$ cat src/sv/skl_pkg.sv
`timescale 1ns / 1ps
`default_nettype none

package skl_pkg;

  localparam int TABLE_DEPTH_DEF = 64;
  localparam int KEY_W = 32;
  localparam int VAL_W = 32;
  localparam int CMD_W = 2;

  localparam logic [CMD_W-1:0] CMD_LOAD   = 2'd0;
  localparam logic [CMD_W-1:0] CMD_LOOKUP = 2'd1;
  localparam logic [CMD_W-1:0] CMD_CLEAR  = 2'd2;

  // how the result registers are loaded at the end of a transaction
  typedef enum logic [1:0] {
    FIN_ZERO,
    FIN_OVF,
    FIN_CHECK
  } fin_kind_t;

  typedef struct packed {
    logic      capture;
    logic      srch_init;
    logic      srch_step;
    logic      past_equal;
    logic      rd_mid;
    logic      rd_lo;
    logic      rd_shift;
    logic      wr_shift;
    logic      wr_new;
    logic      idx_dec;
    logic      count_clr;
    logic      finish;
    fin_kind_t fin_kind;
  } dp_cmd_t;

  typedef struct packed {
    logic full;
    logic search_done;
    logic shift_done;
    logic lo_valid;
  } dp_stat_t;

endpackage

`default_nettype wire

$ cat src/sv/skl_ctrl.sv
`timescale 1ns / 1ps
`default_nettype none

module skl_ctrl (
  input  wire logic                      clk,
  input  wire logic                      rst,
  input  wire logic                      start,
  input  wire logic [skl_pkg::CMD_W-1:0] cmd,
  input  wire skl_pkg::dp_stat_t         dp_stat,
  output skl_pkg::dp_cmd_t               dp_cmd,
  output logic                           busy,
  output logic                           done
);

  typedef enum logic [2:0] {
    IDLE,
    SEARCH,
    COMPARE,
    CHECK,
    SHIFT_RD,
    SHIFT_WR
  } state_t;

  state_t state;
  state_t state_next;
  logic   is_load;
  logic   accept;

  assign accept = start & ~busy;

  always_comb begin
    state_next        = state;
    dp_cmd            = '0;
    dp_cmd.fin_kind   = skl_pkg::FIN_ZERO;
    dp_cmd.past_equal = is_load;
    unique case (state)
      IDLE: begin
        if (accept) begin
          dp_cmd.capture    = 1'b1;
          dp_cmd.past_equal = (cmd == skl_pkg::CMD_LOAD);
          unique case (cmd)
            skl_pkg::CMD_LOAD: begin
              if (dp_stat.full) begin
                dp_cmd.finish   = 1'b1;
                dp_cmd.fin_kind = skl_pkg::FIN_OVF;
              end else begin
                dp_cmd.srch_init = 1'b1;
                state_next       = SEARCH;
              end
            end
            skl_pkg::CMD_LOOKUP: begin
              dp_cmd.srch_init = 1'b1;
              state_next       = SEARCH;
            end
            skl_pkg::CMD_CLEAR: begin
              dp_cmd.count_clr = 1'b1;
              dp_cmd.finish    = 1'b1;
            end
            default: begin
              dp_cmd.finish = 1'b1;
            end
          endcase
        end
      end
      SEARCH: begin
        if (!dp_stat.search_done) begin
          dp_cmd.rd_mid = 1'b1;
          state_next    = COMPARE;
        end else if (is_load) begin
          state_next = SHIFT_RD;
        end else if (dp_stat.lo_valid) begin
          dp_cmd.rd_lo = 1'b1;
          state_next   = CHECK;
        end else begin
          dp_cmd.finish = 1'b1;
          state_next    = IDLE;
        end
      end
      COMPARE: begin
        dp_cmd.srch_step = 1'b1;
        state_next       = SEARCH;
      end
      CHECK: begin
        dp_cmd.finish   = 1'b1;
        dp_cmd.fin_kind = skl_pkg::FIN_CHECK;
        state_next      = IDLE;
      end
      SHIFT_RD: begin
        // move entries above the insert point up one place, top first
        if (dp_stat.shift_done) begin
          dp_cmd.wr_new = 1'b1;
          dp_cmd.finish = 1'b1;
          state_next    = IDLE;
        end else begin
          dp_cmd.rd_shift = 1'b1;
          state_next      = SHIFT_WR;
        end
      end
      SHIFT_WR: begin
        dp_cmd.wr_shift = 1'b1;
        dp_cmd.idx_dec  = 1'b1;
        state_next      = SHIFT_RD;
      end
      default: begin
        state_next = IDLE;
      end
    endcase
  end

  always_ff @(posedge clk) begin
    if (rst) begin
      state   <= IDLE;
      busy    <= 1'b0;
      done    <= 1'b0;
      is_load <= 1'b0;
    end else begin
      state <= state_next;
      busy  <= (state_next != IDLE);
      done  <= dp_cmd.finish;
      if (accept) begin
        is_load <= (cmd == skl_pkg::CMD_LOAD);
      end
    end
  end

endmodule

`default_nettype wire

$ cat config.mk
export PLATFORM = sky130hd
export DESIGN_NAME = skl_ctrl
export DESIGN_NICKNAME = d
export VERILOG_FILES = /design/src/sv/skl_pkg.sv /design/src/sv/skl_ctrl.sv
export SDC_FILE = /design/constraint.sdc
export NUM_CORES = 1
export LEC_CHECK = 0
export BUFFER_PORTS_ARGS = -buffer_cell sky130_fd_sc_hd__buf_2
export CAP_MARGIN = 30
export CORE_AREA = 2 2 39 41
export CTS_BUF_LIST = sky130_fd_sc_hd__clkbuf_4
export CTS_CLUSTER_SIZE = 10
export DETAILED_ROUTE_END_ITERATION = 8
export DIE_AREA = 0 0 41 43
export SLEW_MARGIN = 20
export SYNTH_ARGS = -nofsm -noshare
export SYNTH_HDL_FRONTEND = slang
export SYNTH_SLANG_ARGS = --single-unit
$ cat constraint.sdc
create_clock -name clk -period 4.5 [get_ports clk]
set_input_delay 0.9 -clock clk [delete_from_list [all_inputs] [get_ports clk]]
set_output_delay 0.9 -clock clk [all_outputs]
set_load 0.05 [all_outputs]
==> metrics.txt <==
total track usage=11.7%; Synth top area share=29.3%; drt initial violations=13; hold crit path type=flip-flop to flip-flop; RSZ-0062 raised after global routing=no; met1 global-route usage=14.0%; Cell Area, Placed=520 um^2; PD cells=291 nW/um^2; Worst setup SP type=input pin; arrival time worst endpoint=1.91 ns; CTS root buf=clkbuf_4; leakage power=0.288 nW; max cap viols=0; Post-synth EDFFs=0; Die Wd=41 um; Detail Placement HPWL=782 um; wire per inst=11.1 um; Place WS=1.68 ns; Vias=420; status=finished clean; setup TNS=0 ns; CTS clk-pin slew, worst paths=0.04 ns; GRT Residual Overflow=0; die height=43 um; router iterations before antenna repair=4; Yosys reg bits=6; global-route track usage on met3=1.57%; CTS tree=built; Initial Util=29.7%; final non-filler cell total=86; Max FO, Critical Path=5; Layout Area Growth over Synthesis=32.3%; sequential area share after synthesis=29.3%; CTS buffer count=3; Nets=81; post-CTS resize count=0; Buffers on Ports=24; fin worst setup slack=1.69 ns; Total Die Area=1760 um^2; Worst Path Required=3.60 ns; Hold Vio Cnt, Final=0; vias in the first global route=356; syn_nets=56; critical path, cell by cell=buf_2 > and2b_2 > and3b_2 > mux2_2 > buf_2; yosys synthesis warning count=0; Bufs on Longest Clock Path=2; Yosys top cell by area=dfxtp_1; clock skew=0.00516 ns; Mapped Area=410 um^2; Critical Path Sink Type=output port; I/O pin count=25; Primary FF master, synth=dfxtp_1; Layout fillers=151; max-slew violation count=0; f_max=0.356 GHz; total power=0.158 mW; FFs w/ async S/R, synth=0%; leading cell type in the layout, fill and taps excluded=buf_2; vias per std cell=4.88; Slew headroom=75.1%; area of the core=1380 um^2; GPL Wtd Cong=0.678; number of H-tree levels=1; clock sink count=6; met2 Track Usage GR=17.2%; fin area=543 um^2; number of setup buffers added after CTS=0; Slew @ Worst Pin=0.368 ns; Placed Cells=83; slowest stage delay, CP=0.26 ns; share of layout cells above drive strength 1=50.0%; slowest cell on the critical path=mux2_2; most frequent cells in the layout=buf_2 (24), nor2_1 (8), dfxtp_1 (6); worst vdd ir=0.105 mV; kind of critical path=input pin to output port; minimum clock period=2.81 ns; first-pass GRT wire length=1380 um; Antenna Violating Nets Remaining=0; clk_lat worst skew=0.24 ns; GR peak layer=met2; Hold Buf Count CTS=0; DR DRC count=0; WL final=952 um; Setup Viol. Count Final=0; Yosys cell types=28; row count=14; synth top area cells=dfxtp_1 (29%), and3b_2 (7.3%), nor2_1 (7.3%); fin crit share=62.5%; cell mode on critical path=buf_2; Cells after Synth=47; Avg Cell Area, Syn=8.73 um^2; largest net degree at the start of global routing=12; initial antenna violation count=0; Ant. Diodes=0
==> critical path: cells and delay by family <==
family	cells	cell delay, ns
AND/OR/NAND/NOR	2	0.45
multiplexers	1	0.26
buffers and inverters	2	0.30
==> kinds of logic after synthesis <==
| logic type | after synthesis | synth area share (%) |
|---|---|---|
| AND/OR/NAND/NOR | 30 | 48.8 |
| multiplexers | 2 | 5.18 |
| AO/OA/AOI/OAI | 5 | 9.45 |
| buffers and inverters | 4 | 7.31 |
| flip-flops | 6 | 29.3 |
==> power by group <==
part / internal, mW / leakage (nW) / switching (mW)
Combinational: 0.0163 / 0.225 / 0.0353
Clock: 0.0300 / 0.0138 / 0.0170
Sequential: 0.0562 / 0.0489 / 0.00297
==> cell type report <==
type / instances / area (um^2) / share of cell area, %
tap: 16 / 20.0 / 3.69
timing repair buffer: 24 / 120 / 22.1
clock buffer: 3 / 22.5 / 4.15
sequential: 6 / 120 / 22.1
multi-input combinational: 37 / 260 / 47.9
==> flip-flops by register name, indices dropped and copies added, names as in the netlist <==
name and count:
is_load 1, busy 1, done 1, state 3
==> synth_stat cells (2+ instances only) <==
master   n
nor2_1   8
dfxtp_1  6
and3b_2  3
nor3b_1  3
buf_4    2
nand3_1  2
nor3_1   2
==> layer usage <==
metal | part of all wire [%] | vias to the layer above | wire length (um)
li1 | - | 215 | -
met1 | 41 | 191 | 392
met2 | 50 | 12 | 478
met3 | 7.8 | 2 | 74
met4 | 0.63 | 0 | 6
met5 | 0 | - | 0
==> path summary, 6_finish.rpt <==
path	from	end	slack [ns]	cells after the start
min reg2reg	is_load	is_load	0.57	2
max reg2reg	is_load	busy	2.89	4
max	start	dp_cmd[10]	1.69	5
min	is_load	is_load	0.57	2
==> metrics by stage <==
stage          utilization (%)  hold slack (ns)
6_report                  39.2            0.568
2_1_floorplan                -            0.516
3_3_place_gp              37.6            0.574
3_5_place_dp              37.6            0.570
5_1_grt                   39.2            0.639
4_1_cts                   39.2            0.576
No activity file was read; power rests on OpenSTA's default activity.
